[src/hw/rtl/mhash_pkg.sv]
// ----------------------------------------------------------------------------
// mhash_pkg
// Shared types and constants of the streaming 32-bit word hash.
// ----------------------------------------------------------------------------
package mhash_pkg;

    localparam logic [31:0] MixMult = 32'h5bd1e995;
    localparam int unsigned MixShift = 24;
    localparam int unsigned FinShiftA = 13;
    localparam int unsigned FinShiftB = 15;

    localparam int unsigned QueueDepthDefault = 2;

    // What the back end has to do with one queued word
    typedef enum logic [1:0] {
        KIND_NONE,
        KIND_TAIL,
        KIND_FULL
    } word_kind_t;

    typedef struct packed {
        logic [31:0] word;
        word_kind_t  kind;
        logic        seed;
        logic [31:0] seed_value;
        logic        last;
    } mhash_entry_t;

    typedef struct packed {
        logic empty;
        logic full;
    } mhash_queue_stat_t;

    typedef struct packed {
        logic busy;
        logic finishing;
    } mhash_back_stat_t;

    typedef enum logic [3:0] {
        ST_IDLE,
        ST_MIX_W,
        ST_MIX_K,
        ST_MIX_H,
        ST_MIX_C,
        ST_TAIL,
        ST_TAIL_C,
        ST_FIN_A,
        ST_FIN_B
    } back_state_t;

    typedef enum logic [2:0] {
        MUL_NONE,
        MUL_WORD,
        MUL_K,
        MUL_HASH,
        MUL_TAIL,
        MUL_FIN
    } mul_sel_t;

endpackage

[src/hw/rtl/mhash_if.sv]
// ----------------------------------------------------------------------------
// mhash_if
// Valid/ready channels for key words in and hash results out.
// ----------------------------------------------------------------------------
interface mhash_in_if;
    logic        valid;
    logic        ready;
    logic [31:0] key_word;
    logic [2:0]  valid_bytes;
    logic        first_item;
    logic        last_item;
    logic [31:0] key_length;

    modport source (
        output valid, key_word, valid_bytes, first_item, last_item, key_length,
        input  ready
    );
    modport sink (
        input  valid, key_word, valid_bytes, first_item, last_item, key_length,
        output ready
    );
endinterface

interface mhash_out_if;
    logic        valid;
    logic        ready;
    logic [31:0] hash_value;

    modport source (
        output valid, hash_value,
        input  ready
    );
    modport sink (
        input  valid, hash_value,
        output ready
    );
endinterface

[src/hw/rtl/mhash_front.sv]
// ----------------------------------------------------------------------------
// mhash_front
// Accepts key words, saturates the byte count, masks tail bytes and
// classifies each item into a queue entry.
// ----------------------------------------------------------------------------
module mhash_front (
    mhash_in_if.sink                   key_in,
    input  mhash_pkg::mhash_queue_stat_t queue_stat,
    output logic                       push,
    output mhash_pkg::mhash_entry_t    entry
);
    import mhash_pkg::*;

    logic [31:0] tail_mask;

    assign key_in.ready = !queue_stat.full;
    assign push         = key_in.valid && key_in.ready;

    always_comb
    begin
        unique case (key_in.valid_bytes[1:0])
            2'd1:    tail_mask = 32'h0000_00ff;
            2'd2:    tail_mask = 32'h0000_ffff;
            2'd3:    tail_mask = 32'h00ff_ffff;
            default: tail_mask = 32'h0000_0000;
        endcase
    end

    always_comb
    begin
        entry.seed       = key_in.first_item;
        entry.seed_value = key_in.key_length;
        entry.last       = key_in.last_item;
        // counts of four and above are a full word
        if (key_in.valid_bytes[2])
        begin
            entry.kind = KIND_FULL;
            entry.word = key_in.key_word;
        end
        else if (key_in.valid_bytes[1:0] != 2'd0)
        begin
            entry.kind = KIND_TAIL;
            entry.word = key_in.key_word & tail_mask;
        end
        else
        begin
            entry.kind = KIND_NONE;
            entry.word = 32'h0;
        end
    end

endmodule

[src/hw/rtl/mhash_queue.sv]
// ----------------------------------------------------------------------------
// mhash_queue
// Small register queue between the front end and the mixing sequencer.
// ----------------------------------------------------------------------------
module mhash_queue #(
    parameter int unsigned DEPTH = mhash_pkg::QueueDepthDefault
) (
    input  logic                         clk,
    input  logic                         rst_n,
    input  logic                         push,
    input  mhash_pkg::mhash_entry_t      push_data,
    input  logic                         pop,
    output mhash_pkg::mhash_entry_t      pop_data,
    output mhash_pkg::mhash_queue_stat_t stat
);
    import mhash_pkg::*;

    localparam int unsigned PtrW = (DEPTH > 1) ? $clog2(DEPTH) : 1;
    localparam int unsigned CntW = $clog2(DEPTH + 1);
    localparam logic [PtrW-1:0] LastPtr = PtrW'(DEPTH - 1);
    localparam logic [CntW-1:0] FullCnt = CntW'(DEPTH);

    mhash_entry_t    slot_reg [DEPTH];
    logic [PtrW-1:0] wr_ptr_reg;
    logic [PtrW-1:0] rd_ptr_reg;
    logic [CntW-1:0] count_reg;
    logic [CntW-1:0] count_next;

    assign stat.empty = (count_reg == '0);
    assign stat.full  = (count_reg == FullCnt);
    assign pop_data   = slot_reg[rd_ptr_reg];

    always_comb
    begin
        count_next = count_reg;
        if (push && !pop)
            count_next = count_reg + 1'b1;
        else if (pop && !push)
            count_next = count_reg - 1'b1;
    end

    always_ff @(posedge clk or negedge rst_n)
    begin
        if (!rst_n)
        begin
            wr_ptr_reg <= '0;
            rd_ptr_reg <= '0;
            count_reg  <= '0;
        end
        else
        begin
            count_reg <= count_next;
            if (push)
                wr_ptr_reg <= (wr_ptr_reg == LastPtr) ? '0 : wr_ptr_reg + 1'b1;
            if (pop)
                rd_ptr_reg <= (rd_ptr_reg == LastPtr) ? '0 : rd_ptr_reg + 1'b1;
        end
    end

    always_ff @(posedge clk)
    begin
        if (push)
            slot_reg[wr_ptr_reg] <= push_data;
    end

endmodule

[src/hw/rtl/mhash_back.sv]
// ----------------------------------------------------------------------------
// mhash_back
// Mixing sequencer: one shared 32x32 multiplier with a registered product,
// stepped through word mix, tail fold and final avalanche.
// ----------------------------------------------------------------------------
module mhash_back (
    input  logic                         clk,
    input  logic                         rst_n,
    input  mhash_pkg::mhash_queue_stat_t queue_stat,
    input  mhash_pkg::mhash_entry_t      q_data,
    output logic                         pop,
    mhash_out_if.source                  hash_out,
    output mhash_pkg::mhash_back_stat_t  stat
);
    import mhash_pkg::*;

    back_state_t state_reg;
    back_state_t state_next;
    mul_sel_t    mul_sel;
    logic        out_load;

    logic [31:0] word_reg;
    logic        last_reg;
    logic [31:0] hash_reg;
    logic [31:0] prod_reg;
    logic [31:0] k_reg;
    logic [31:0] mul_op;
    logic        out_valid_reg;
    logic        out_valid_next;
    logic [31:0] out_hash_reg;

    // next state
    always_comb
    begin
        state_next = state_reg;
        unique case (state_reg)
            ST_IDLE:
            begin
                if (!queue_stat.empty)
                begin
                    unique case (q_data.kind)
                        KIND_FULL: state_next = ST_MIX_W;
                        KIND_TAIL: state_next = ST_TAIL;
                        default:   state_next = q_data.last ? ST_FIN_A : ST_IDLE;
                    endcase
                end
            end
            ST_MIX_W:  state_next = ST_MIX_K;
            ST_MIX_K:  state_next = ST_MIX_H;
            ST_MIX_H:  state_next = ST_MIX_C;
            ST_MIX_C:  state_next = last_reg ? ST_FIN_A : ST_IDLE;
            ST_TAIL:   state_next = ST_TAIL_C;
            ST_TAIL_C: state_next = last_reg ? ST_FIN_A : ST_IDLE;
            ST_FIN_A:  state_next = ST_FIN_B;
            ST_FIN_B:  state_next = out_load ? ST_IDLE : ST_FIN_B;
            default:   state_next = ST_IDLE;
        endcase
    end

    // outputs of the sequencer
    always_comb
    begin
        pop      = 1'b0;
        mul_sel  = MUL_NONE;
        out_load = 1'b0;
        unique case (state_reg)
            ST_IDLE:  pop = !queue_stat.empty;
            ST_MIX_W: mul_sel = MUL_WORD;
            ST_MIX_K: mul_sel = MUL_K;
            ST_MIX_H: mul_sel = MUL_HASH;
            ST_TAIL:  mul_sel = MUL_TAIL;
            ST_FIN_A: mul_sel = MUL_FIN;
            // hold the finished value until the output slot frees up
            ST_FIN_B: out_load = !out_valid_reg || hash_out.ready;
            default:  mul_sel = MUL_NONE;
        endcase
    end

    always_comb
    begin
        unique case (mul_sel)
            MUL_WORD: mul_op = word_reg;
            MUL_K:    mul_op = prod_reg ^ (prod_reg >> MixShift);
            MUL_HASH: mul_op = hash_reg;
            MUL_TAIL: mul_op = hash_reg ^ word_reg;
            MUL_FIN:  mul_op = hash_reg ^ (hash_reg >> FinShiftA);
            default:  mul_op = prod_reg;
        endcase
    end

    always_comb
    begin
        out_valid_next = out_valid_reg;
        if (out_load)
            out_valid_next = 1'b1;
        else if (hash_out.ready)
            out_valid_next = 1'b0;
    end

    always_ff @(posedge clk or negedge rst_n)
    begin
        if (!rst_n)
        begin
            state_reg     <= ST_IDLE;
            hash_reg      <= '0;
            out_valid_reg <= 1'b0;
        end
        else
        begin
            state_reg     <= state_next;
            out_valid_reg <= out_valid_next;
            if (pop && q_data.seed)
                hash_reg <= q_data.seed_value;
            else if (state_reg == ST_MIX_C)
                hash_reg <= prod_reg ^ k_reg;
            else if (state_reg == ST_TAIL_C)
                hash_reg <= prod_reg;
        end
    end

    always_ff @(posedge clk)
    begin
        if (pop)
        begin
            word_reg <= q_data.word;
            last_reg <= q_data.last;
        end
        if (mul_sel != MUL_NONE)
            prod_reg <= mul_op * MixMult;
        // keep the mixed key word while the hash is multiplied
        if (state_reg == ST_MIX_H)
            k_reg <= prod_reg;
        if (out_load)
            out_hash_reg <= prod_reg ^ (prod_reg >> FinShiftB);
    end

    assign hash_out.valid      = out_valid_reg;
    assign hash_out.hash_value = out_hash_reg;

    assign stat.busy      = (state_reg != ST_IDLE);
    assign stat.finishing = (state_reg == ST_FIN_B);

endmodule

[src/hw/rtl/murmur2_stream_hash.sv]
// ----------------------------------------------------------------------------
// murmur2_stream_hash
// 32-bit multiplicative hash of a key streamed as little-endian words.
//
//   channel    dir  handshake     payload
//   key_in     in   valid/ready   key_word, valid_bytes, first_item,
//                                 last_item, key_length
//   hash_out   out  valid/ready   hash_value
//
// A full word steps through MIX_W, MIX_K, MIX_H and MIX_C, a tail word
// through TAIL and TAIL_C; a last item adds FIN_A and FIN_B for the avalanche.
// All products use one shared registered 32x32 multiplier; it sets the rate.
// The input queue keeps taking items while the sequencer works; the result
// register lets the next item proceed while a hash waits to be taken.
// Reset clears the running hash to zero and empties the queue.
// ----------------------------------------------------------------------------
module murmur2_stream_hash #(
    parameter int unsigned QUEUE_DEPTH = mhash_pkg::QueueDepthDefault
) (
    input  logic        clk,
    input  logic        rst_n,
    mhash_in_if.sink    key_in,
    mhash_out_if.source hash_out
);
    import mhash_pkg::*;

    logic              q_push;
    logic              q_pop;
    mhash_entry_t      q_in;
    mhash_entry_t      q_out;
    mhash_queue_stat_t q_stat;
    mhash_back_stat_t  b_stat;

    mhash_front u_front (
        .key_in     (key_in),
        .queue_stat (q_stat),
        .push       (q_push),
        .entry      (q_in)
    );

    mhash_queue #(
        .DEPTH (QUEUE_DEPTH)
    ) u_queue (
        .clk       (clk),
        .rst_n     (rst_n),
        .push      (q_push),
        .push_data (q_in),
        .pop       (q_pop),
        .pop_data  (q_out),
        .stat      (q_stat)
    );

    mhash_back u_back (
        .clk        (clk),
        .rst_n      (rst_n),
        .queue_stat (q_stat),
        .q_data     (q_out),
        .pop        (q_pop),
        .hash_out   (hash_out),
        .stat       (b_stat)
    );

    a_pop_nonempty: assert property (@(posedge clk) disable iff (!rst_n)
        q_pop |-> !q_stat.empty)
        else $error("queue popped while empty");

    a_push_lands: assert property (@(posedge clk) disable iff (!rst_n)
        (q_push && !q_pop) |=> !q_stat.empty)
        else $error("accepted item missing from queue");

    a_result_source: assert property (@(posedge clk) disable iff (!rst_n)
        $rose(hash_out.valid) |-> $past(b_stat.finishing && b_stat.busy))
        else $error("result appeared without a finished avalanche");

endmodule

[src/flat_wrapper.sv]
// flat-port wrapper written by rule: the top's interface ports become plain ports
module murmur2_stream_hash_flat import mhash_pkg::*;
#(
    parameter int unsigned QUEUE_DEPTH = mhash_pkg::QueueDepthDefault
)
  (clk, rst_n, key_in_valid, key_in_key_word, key_in_valid_bytes, key_in_first_item, key_in_last_item, key_in_key_length, key_in_ready, hash_out_valid, hash_out_hash_value, hash_out_ready);
  mhash_in_if key_in_i ();
  mhash_out_if hash_out_i ();
  input  logic clk;
  input  logic rst_n;
  input wire logic [$bits(key_in_i.valid)-1:0] key_in_valid;
  input wire logic [$bits(key_in_i.key_word)-1:0] key_in_key_word;
  input wire logic [$bits(key_in_i.valid_bytes)-1:0] key_in_valid_bytes;
  input wire logic [$bits(key_in_i.first_item)-1:0] key_in_first_item;
  input wire logic [$bits(key_in_i.last_item)-1:0] key_in_last_item;
  input wire logic [$bits(key_in_i.key_length)-1:0] key_in_key_length;
  output wire logic [$bits(key_in_i.ready)-1:0] key_in_ready;
  output wire logic [$bits(hash_out_i.valid)-1:0] hash_out_valid;
  output wire logic [$bits(hash_out_i.hash_value)-1:0] hash_out_hash_value;
  input wire logic [$bits(hash_out_i.ready)-1:0] hash_out_ready;
  assign key_in_i.valid = key_in_valid;
  assign key_in_i.key_word = key_in_key_word;
  assign key_in_i.valid_bytes = key_in_valid_bytes;
  assign key_in_i.first_item = key_in_first_item;
  assign key_in_i.last_item = key_in_last_item;
  assign key_in_i.key_length = key_in_key_length;
  assign key_in_ready = key_in_i.ready;
  assign hash_out_valid = hash_out_i.valid;
  assign hash_out_hash_value = hash_out_i.hash_value;
  assign hash_out_i.ready = hash_out_ready;
  murmur2_stream_hash #(.QUEUE_DEPTH(QUEUE_DEPTH)) u_core (.clk(clk), .rst_n(rst_n), .key_in(key_in_i), .hash_out(hash_out_i));
endmodule
[config.mk]
export PLATFORM = sky130hd
export DESIGN_NAME = murmur2_stream_hash_flat
export DESIGN_NICKNAME = d
export VERILOG_FILES = /design/src/hw/rtl/mhash_pkg.sv /design/src/hw/rtl/mhash_if.sv /design/src/hw/rtl/mhash_front.sv /design/src/hw/rtl/mhash_queue.sv /design/src/hw/rtl/mhash_back.sv /design/src/hw/rtl/murmur2_stream_hash.sv /design/src/flat_wrapper.sv
export SDC_FILE = /design/constraint.sdc
export NUM_CORES = 1
export LEC_CHECK = 0
export ABC_AREA = 1
export BUFFER_PORTS_ARGS = -buffer_cell sky130_fd_sc_hd__clkbuf_2
export CAP_MARGIN = 20
export CORE_UTILIZATION = 30
export CTS_BUF_LIST = sky130_fd_sc_hd__clkbuf_4 sky130_fd_sc_hd__clkbuf_8
export DETAILED_ROUTE_END_ITERATION = 10
export PLACE_DENSITY_LB_ADDON = 0.08
export SKIP_CTS_REPAIR_TIMING = 1
export SYNTH_ARGS = -nofsm -noshare
export SYNTH_HDL_FRONTEND = slang
export SYNTH_SLANG_ARGS = --single-unit
export TNS_END_PERCENT = 1
[constraint.sdc]
create_clock -name clk -period 18.1 [get_ports clk]
set_input_delay 1.81 -clock clk [delete_from_list [all_inputs] [get_ports clk]]
set_output_delay 1.81 -clock clk [all_outputs]
set_load 0.02 [all_outputs]
==> out/qor.log, run 1 <==
[run] maximum capacitance violations 0
[synth] flip-flop cell with the highest count after synthesis sky130_fd_sc_hd__edfxtp_1
[cts] clock sink count 306
[route] DRC violations left 18
[timing] Fin Clk Skew 0.0328 ns
[timing] final-layout worst hold slack 0.508 ns
[layout] commonest cells after routing, fill and taps aside 470 x sky130_fd_sc_hd__inv_1, 407 x sky130_fd_sc_hd__nand2_1, 265 x sky130_fd_sc_hd__edfxtp_1, 218 x sky130_fd_sc_hd__ha_1, 181 x sky130_fd_sc_hd__fa_1
[outcome] violated checks design-rule violations
[route] routed length per instance 20.7 um
[layout] nets@finish 2803
[synth] Syn Inst Count 2187
[route] vias post-DR 15407
[setup_path] cell at the slowest stage of the critical path sky130_fd_sc_hd__nor2_1
[timing] unrepaired setup endpoints after global routing false
[synth] area of the mapped netlist 22200 um2
[layout] most common cell after layout, fill and taps aside sky130_fd_sc_hd__inv_1
[global_route] antenna violations before repair 0
[placed_design] count of buffers inserted at the top-level ports 106
[placed_design] number of placed instances with taps included 3235
[setup_path] Crit path top cell by count sky130_fd_sc_hd__fa_1
[die] # rows 99
[die] total I/O pin count 107
[synth] number of flops mapped to enable cells by yosys 265
[placed_design] standard cell area after detailed placement 24000 um2
[setup_path] endpoint class of the critical path flop
[route] Iter 0 DRT Violations 1154
[setup_path] Worst path max stage delay 0.73 ns
[synth] Synth Area per Inst 10.1 um2
[cts] source-to-sink clock delay at the later pin of the worst-skew pair 0.63 ns
[die] area enclosed by the die boundary 75000 um2
[timing] share of the clock period used by the worst path after layout 50.4%
[worst_hold_path] start point of the worst hold path u_core.u_queue.slot_reg[0][60]
[timing] achievable clock frequency 110 MHz
[layout] Sequential cell area 8980 um2
[route] number of antenna-violating nets in the routed design 0
[setup_path] worst path required time 18.47 ns
[global_route] via count of the first global-routing pass 15832
[cts] total number of H-tree levels 2
[layout] antenna diode count 0
[worst_hold_path] worst hold path type flop to flop
[die] effective utilization at floorplan 30.3%
[cts] CTS tree built
[setup_path] highest fanout seen on the critical path 20
[setup_path] sort of element at the start of the critical path flop
[synth] Distinct cells, synth 46
[global_route] global-route wire length before repair 103000 um
[setup_path] worst setup path start u_core.u_back.state_reg[3]
[global_route] maximum number of pins on one net before global-route repair 70
[timing] hold violation total from the final report 0
[die] area of the core 73100 um2
[layout] number of inserted filler cells in the final layout 7525
[synth] FFs w/ async S/R, synth 13.4%
[cts] clock transition at the register clock pins on the worst setup and hold paths after CTS 0.06 ns
[placed_design] gp weighted congestion 0.894
[synth] FF+latch count, synth 306
[layout] combined area of the multi-input logic cells 11300 um2
[setup_path] start of the worst register-to-register path u_core.u_back.state_reg[3]
[cts] CTS buffer count 50
[die] Die Width 274 um
[layout] Non-Filler Instances 3331
[global_route] GRT Util Overall 18.8%
[route] Total Wirelength 69100 um
[layout] flip-flop count of the largest register, all copies and words added 136
[die] overall die height 274 um
[timing] final number of max-transition violations 0
[outcome] run status complete, but fails checks
[setup_path] startpoint-to-endpoint class of the critical path flop to flop
[synth] proportion of synthesized chip area in sequential cells 40.5%
[layout] share of post-route cells with drive strength above 1 11.0%
[layout] area of all placed cells without fillers 25100 um2
[timing] post-route minimum period 9.13 ns
[route] number of search-and-repair iterations in the first detailed-routing pass 8
[synth] Yosys warnings 0
[route] via-per-instance ratio 4.63
[global_route] GRT overflow 0
[timing] relative max-transition margin 28.7%
[cts] Root Driver sky130_fd_sc_hd__clkbuf_8
[synth] net count of the mapped netlist 2659
[timing] summed negative setup slack over all endpoints 0 ns
[layout] Area growth, synth to finish 13.1%
[cts] clock buffer depth 3
[placed_design] detailed placer's ending HPWL 53600 um
[setup_path] arrival time at the worst endpoint 9.50 ns
[timing] transition at the pin with the smallest max-transition slack 1.07 ns
[timing] number of setup violations in the final report 0
## final cells by class
type	instances	share of cell area, %
well taps	959	4.79
multi-input cells	1364	44.9
inverters	476	7.13
repair buffers	133	3.02
clock buffers	80	3.87
flip-flops and latches	306	35.8
clock inverters	13	0.414
## Yosys cell counts (all sizes together) (2+ instances only)
library cell  number  area (um2)
o22ai             10        62.6
o21a               4        30.0
fa               181        3620
clkbuf            28         105
edfxtp           265        7960
nor2             118         477
ha               218        2730
nand3             63         315
a22oi              8        60.1
nor3               5        25.0
o21bai             2        15.0
o21ai             88         440
buf               13        62.6
inv              476        1790
dfrtp             41        1030
a221oi             5        43.8
xnor2             31         272
nand2            409        1540
xor2              65         569
o2111ai            7        61.3
a31oi             14        87.6
o221ai             8        70.1
a21o               4        30.0
nand4              9        56.3
or2               18         113
a21oi             55         275
a21boi             2        15.0
o211ai            24         180
nand3b             6        45.0
## critical path: cells and delay by family (launching register included)
family,cells,cell delay (ns)
flops,1,0.46
fa+ha+maj,9,4.31
simple gates,7,1.31
buf+inv,8,1.67
compound gates,6,1.10
## per-layer routing
| metal | GRT usage [%] | routed length [um] | up-vias |
|---|---|---|---|
| met4 | 4.28 | 1390 | 0 |
| met3 | 3.04 | 3380 | 79 |
| met1 | 26.8 | 32900 | 7640 |
| li1 | - | - | 7326 |
| met2 | 29.8 | 31400 | 362 |
| met5 | 0 | 0 | - |
## cell families after synthesis
logic type / count (synthesis) / synth area share, %
compound gates: 237 / 6.46
simple gates: 631 / 11.7
flops: 306 / 40.5
fa+ha+maj: 399 / 28.7
mux: 1 / 0.0452
buf+inv: 517 / 8.82
xor+xnor: 96 / 3.79
## worst paths after layout
| check | end | slack, ns | cells after the start |
|---|---|---|---|
| worst min-delay path | u_core.u_back.word_reg[24] | 0.51 | 2 |
| worst min register to register | u_core.u_back.word_reg[24] | 0.51 | 2 |
| worst max register to register | u_core.u_back.prod_reg[31] | 8.97 | 30 |
| max in group asynchronous | u_core.u_back.hash_reg[0] | 16.37 | 2 |
| worst max-delay path | u_core.u_back.prod_reg[31] | 8.97 | 30 |
| min in group asynchronous | u_core.u_queue.wr_ptr_reg | 1.28 | 2 |
## per-stage QoR
step                worst slack [ns]  utilization (%)
finish                          8.97             34.3
global route                    8.34             34.3
CTS                             8.97             34.2
detailed placement              9.06             32.8
global placement                9.08             32.8
floorplan                      10.21                -
Power of run 1 is not shown: default switching activity piles up to over one toggle a cycle in this logic, so the estimate is an artifact.
==> run 2: changes to the inputs <==
Settings changed: ABC_AREA 1 to 0.
Clock period 18.1 ns to 7.5 ns, I/O delays scaled along.
==> run 2 against run 1 <==
The run ends with negative setup slack left; critical path type unchanged; clock-buffer cell count shrank 3; non-clock buffer count grew 132; utilization grew 1.9 points; register-to-register slack lost 9.1 ns.
==> out/qor.log, run 2 <==
[route] Total Wirelength 63500 um [-8.1%]
[die] Die Width 269 um [-1.9%]
[synth] flip-flop cell with the highest count after synthesis sky130_fd_sc_hd__edfxtp_1
[synth] number of flops mapped to enable cells by yosys 265 [unchanged]
[layout] number of inserted filler cells in the final layout 7131 [-5.2%]
[global_route] maximum number of pins on one net before global-route repair 66 [-5.7%]
[route] via-per-instance ratio 4.55 [-1.5%]
[setup_path] highest fanout seen on the critical path 7 [-65%]
[layout] flip-flop count of the largest register, all copies and words added 136 [unchanged]
[cts] total number of H-tree levels 2 [unchanged]
[timing] unrepaired setup endpoints after global routing true
[route] Iter 0 DRT Violations 801 [-31%]
[synth] Syn Inst Count 1752 [-20%]
[setup_path] CP endpoint u_core.u_back.prod_reg[31]
[synth] largest cells by area after synthesis sky130_fd_sc_hd__edfxtp_1 37%, sky130_fd_sc_hd__fa_1 17%, sky130_fd_sc_hd__ha_1 13%
[global_route] GRT overflow 0 [unchanged]
[timing] Fin Clk Skew 0.0221 ns [-0.0107 ns]
[setup_path] worst setup path start u_core.u_back.state_reg[1]
[synth] FF+latch count, synth 306 [unchanged]
[cts] CTS tree built
[setup_path] cell count of the worst reg-to-reg path 27 [-10%]
[die] # rows 97 [-2.0%]
[timing] number of setup violations in the final report 3 [+3]
[synth] share of the synthesized area in the top cell type 37.3% [+1.4 points]
[timing] post-route minimum period 7.58 ns [-1.55 ns]
[die] effective utilization at floorplan 30.4% [+0.087 points]
[timing] final-layout worst hold slack 0.268 ns [-0.240 ns]
[global_route] antenna violations before repair 2 [+2]
[synth] Distinct cells, synth 55 [+20%]
[synth] Synth Area per Inst 12.2 um2 [+20%]
[timing] relative max-transition margin 33.6% [+4.9 points]
[layout] share of post-route cells with drive strength above 1 21.1% [+10 points]
[cts] CTS buffer count 48 [-4.0%]
[route] number of antenna-violating nets in the routed design 0 [unchanged]
[die] area enclosed by the die boundary 72200 um2 [-3.7%]
[timing] hold violation total from the final report 0 [unchanged]
[timing] share of the clock period used by the worst path after layout 101% [+51 points]
[cts] source-to-sink clock delay at the later pin of the worst-skew pair 0.58 ns [-0.05 ns]
[global_route] via count of the first global-routing pass 14762 [-6.8%]
[timing] Worst Slack Setup Final -0.0816 ns [-9.05 ns]
[cts] clock buffer depth 3 [unchanged]
[synth] net count of the mapped netlist 2224 [-16%]
[cts] clock sink count 306 [unchanged]
[synth] Synth area leader sky130_fd_sc_hd__edfxtp_1
[synth] area of the mapped netlist 21300 um2 [-3.7%]
[outcome] violated checks negative setup slack
[global_route] global-route wire length before repair 95500 um [-7.5%]
[layout] commonest cells after routing, fill and taps aside 360 x sky130_fd_sc_hd__inv_1, 265 x sky130_fd_sc_hd__edfxtp_1, 214 x sky130_fd_sc_hd__ha_1, 177 x sky130_fd_sc_hd__fa_1, 150 x sky130_fd_sc_hd__buf_4
[run] maximum capacitance violations 0 [unchanged]
[setup_path] endpoint class of the critical path flop
[synth] FFs w/ async S/R, synth 13.4% [unchanged]
[synth] Yosys warnings 0 [unchanged]
[die] overall die height 269 um [-1.9%]
[worst_hold_path] worst hold path type input pin to asynchronous set/reset pin
[setup_path] sort of element at the start of the critical path flop
[layout] area of all placed cells without fillers 25400 um2 [+1.2%]
[layout] Area growth, synth to finish 19.0%
[setup_path] start of the worst register-to-register path u_core.u_back.state_reg[1]
[timing] final number of max-transition violations 0 [unchanged]
[setup_path] arrival time at the worst endpoint 7.91 ns [-1.59 ns]
[route] routed length per instance 21.1 um [+2.0%]
[timing] transition at the pin with the smallest max-transition slack 0.996 ns [-0.0701 ns]
[setup_path] startpoint-to-endpoint class of the critical path flop to flop
[cts] Root Driver sky130_fd_sc_hd__clkbuf_8
[timing] achievable clock frequency 132 MHz [+20%]
[placed_design] detailed placer's ending HPWL 51000 um [-4.9%]
[setup_path] flop-to-flop setup slack -0.08 ns [-9.05 ns]
[route] number of search-and-repair iterations in the first detailed-routing pass 5 [-3]
[placed_design] count of buffers inserted at the top-level ports 106 [unchanged]
[outcome] run status complete, but fails checks
[cts] clock transition at the register clock pins on the worst setup and hold paths after CTS 0.07 ns [about the same]
[route] DRC violations left 0 [-18]
[route] vias post-DR 13666 [-11%]
[placed_design] gp weighted congestion 0.859 [-3.9%]
[synth] proportion of synthesized chip area in sequential cells 42.1% [+1.6 points]
[layout] nets@finish 2493 [-11%]
[die] area of the core 70100 um2 [-4.0%]
[setup_path] worst path required time 7.83 ns [-10.64 ns]
[synth] most common cell in the synthesized netlist sky130_fd_sc_hd__inv_1
[global_route] GRT Util Overall 18.1% [-0.77 points]
[synth] most frequent cells after synthesis 362 x sky130_fd_sc_hd__inv_1, 265 x sky130_fd_sc_hd__edfxtp_1, 218 x sky130_fd_sc_hd__ha_1
[layout] most common cell after layout, fill and taps aside sky130_fd_sc_hd__inv_1
[setup_path] reg-to-reg endpoint u_core.u_back.prod_reg[31]
[placed_design] standard cell area after detailed placement 24300 um2 [+1.3%]
[die] total I/O pin count 107 [unchanged]
==> run 2: cell families after synthesis <==
logic type | synth area share, %
AO/OA/AOI/OAI | 7.86
XOR/XNOR | 4.99
adder cells (fa/ha/maj) | 29.8
buffers and inverters | 7.31
flip-flops | 42.1
multiplexers | 3.44
AND/OR/NAND/NOR | 4.52
==> run 2: stage by stage <==
| step | setup slack [ns] | utilization (%) | instances | setup TNS, ns |
|---|---|---|---|---|
| 3_3_place_gp | -0.342 | 34.6 | 2910 | -1.62 |
| 2_1_floorplan | -0.0938 | - | 1752 | -0.340 |
| 4_1_cts | -0.471 | 36.0 | 2999 | -2.96 |
| 6_report | -0.0816 | 36.2 | 3001 | -0.140 |
| 5_1_grt | -0.389 | 36.2 | 3000 | -2.73 |
| 3_5_place_dp | -0.410 | 34.6 | 2910 | -2.41 |
==> run 2: worst min path at each step <==
stage                                        start                            to  slack (ns)  cells after the start
CTS                                          rst_n    u_core.u_back.hash_reg[25]        0.26                      2
global placement       u_core.u_queue.count_reg[1]   u_core.u_queue.count_reg[1]        0.53                      1
detailed placement  u_core.u_queue.slot_reg[1][39]     u_core.u_back.word_reg[3]        0.53                      1
floorplan                                    rst_n  u_core.u_back.hash_out.valid        0.45                      0
finish                                       rst_n    u_core.u_back.hash_reg[25]        0.27                      2
global route                                 rst_n    u_core.u_back.hash_reg[25]        0.30                      2
==> run 2: layout make-up <==
class,instances,area (um2),share of cell area (%)
antenna,1,2.50,0.00986
clock buffer,77,916,3.61
clock inverter,12,65.1,0.256
inverter,363,1370,5.38
multi-input combinational,1037,11000,43.4
sequential,306,8990,35.4
tap,940,1180,4.63
timing repair buffer,265,1840,7.27
==> run 2: worst max-delay path, cell delays in order (launching register included) <==
cell	delay, ns
sky130_fd_sc_hd__dfrtp_1	0.41
sky130_fd_sc_hd__buf_4	0.17
sky130_fd_sc_hd__and4b_2	0.27
sky130_fd_sc_hd__buf_4	0.14
sky130_fd_sc_hd__buf_4	0.16
sky130_fd_sc_hd__a22oi_1	0.10
sky130_fd_sc_hd__o211ai_1	0.34
sky130_fd_sc_hd__buf_12	0.17
sky130_fd_sc_hd__buf_4	0.16
sky130_fd_sc_hd__fa_2	0.50
sky130_fd_sc_hd__fa_1	0.52
sky130_fd_sc_hd__inv_1	0.06
sky130_fd_sc_hd__fa_1	0.54
sky130_fd_sc_hd__inv_1	0.05
sky130_fd_sc_hd__fa_1	0.35
sky130_fd_sc_hd__inv_1	0.08
sky130_fd_sc_hd__fa_1	0.46
sky130_fd_sc_hd__fa_1	0.52
sky130_fd_sc_hd__fa_1	0.45
sky130_fd_sc_hd__fa_2	0.40
sky130_fd_sc_hd__xnor2_2	0.16
sky130_fd_sc_hd__xnor2_1	0.19
sky130_fd_sc_hd__xnor2_1	0.10
sky130_fd_sc_hd__xnor2_1	0.25
sky130_fd_sc_hd__xnor2_1	0.17
sky130_fd_sc_hd__xnor3_1	0.28
sky130_fd_sc_hd__xnor2_2	0.17
sky130_fd_sc_hd__xnor2_1	0.14
==> run 2: routing by layer <==
layer  vias up  share of wire [%]  global-route usage [%]
met3        70                5.2                    2.67
li1       6477                  -                       -
met5         -                  0                       0
met1      6815                 48                    26.3
met2       304                 45                    28.5
met4         0                1.7                    3.44
Power of run 2 is left out for the same reason.
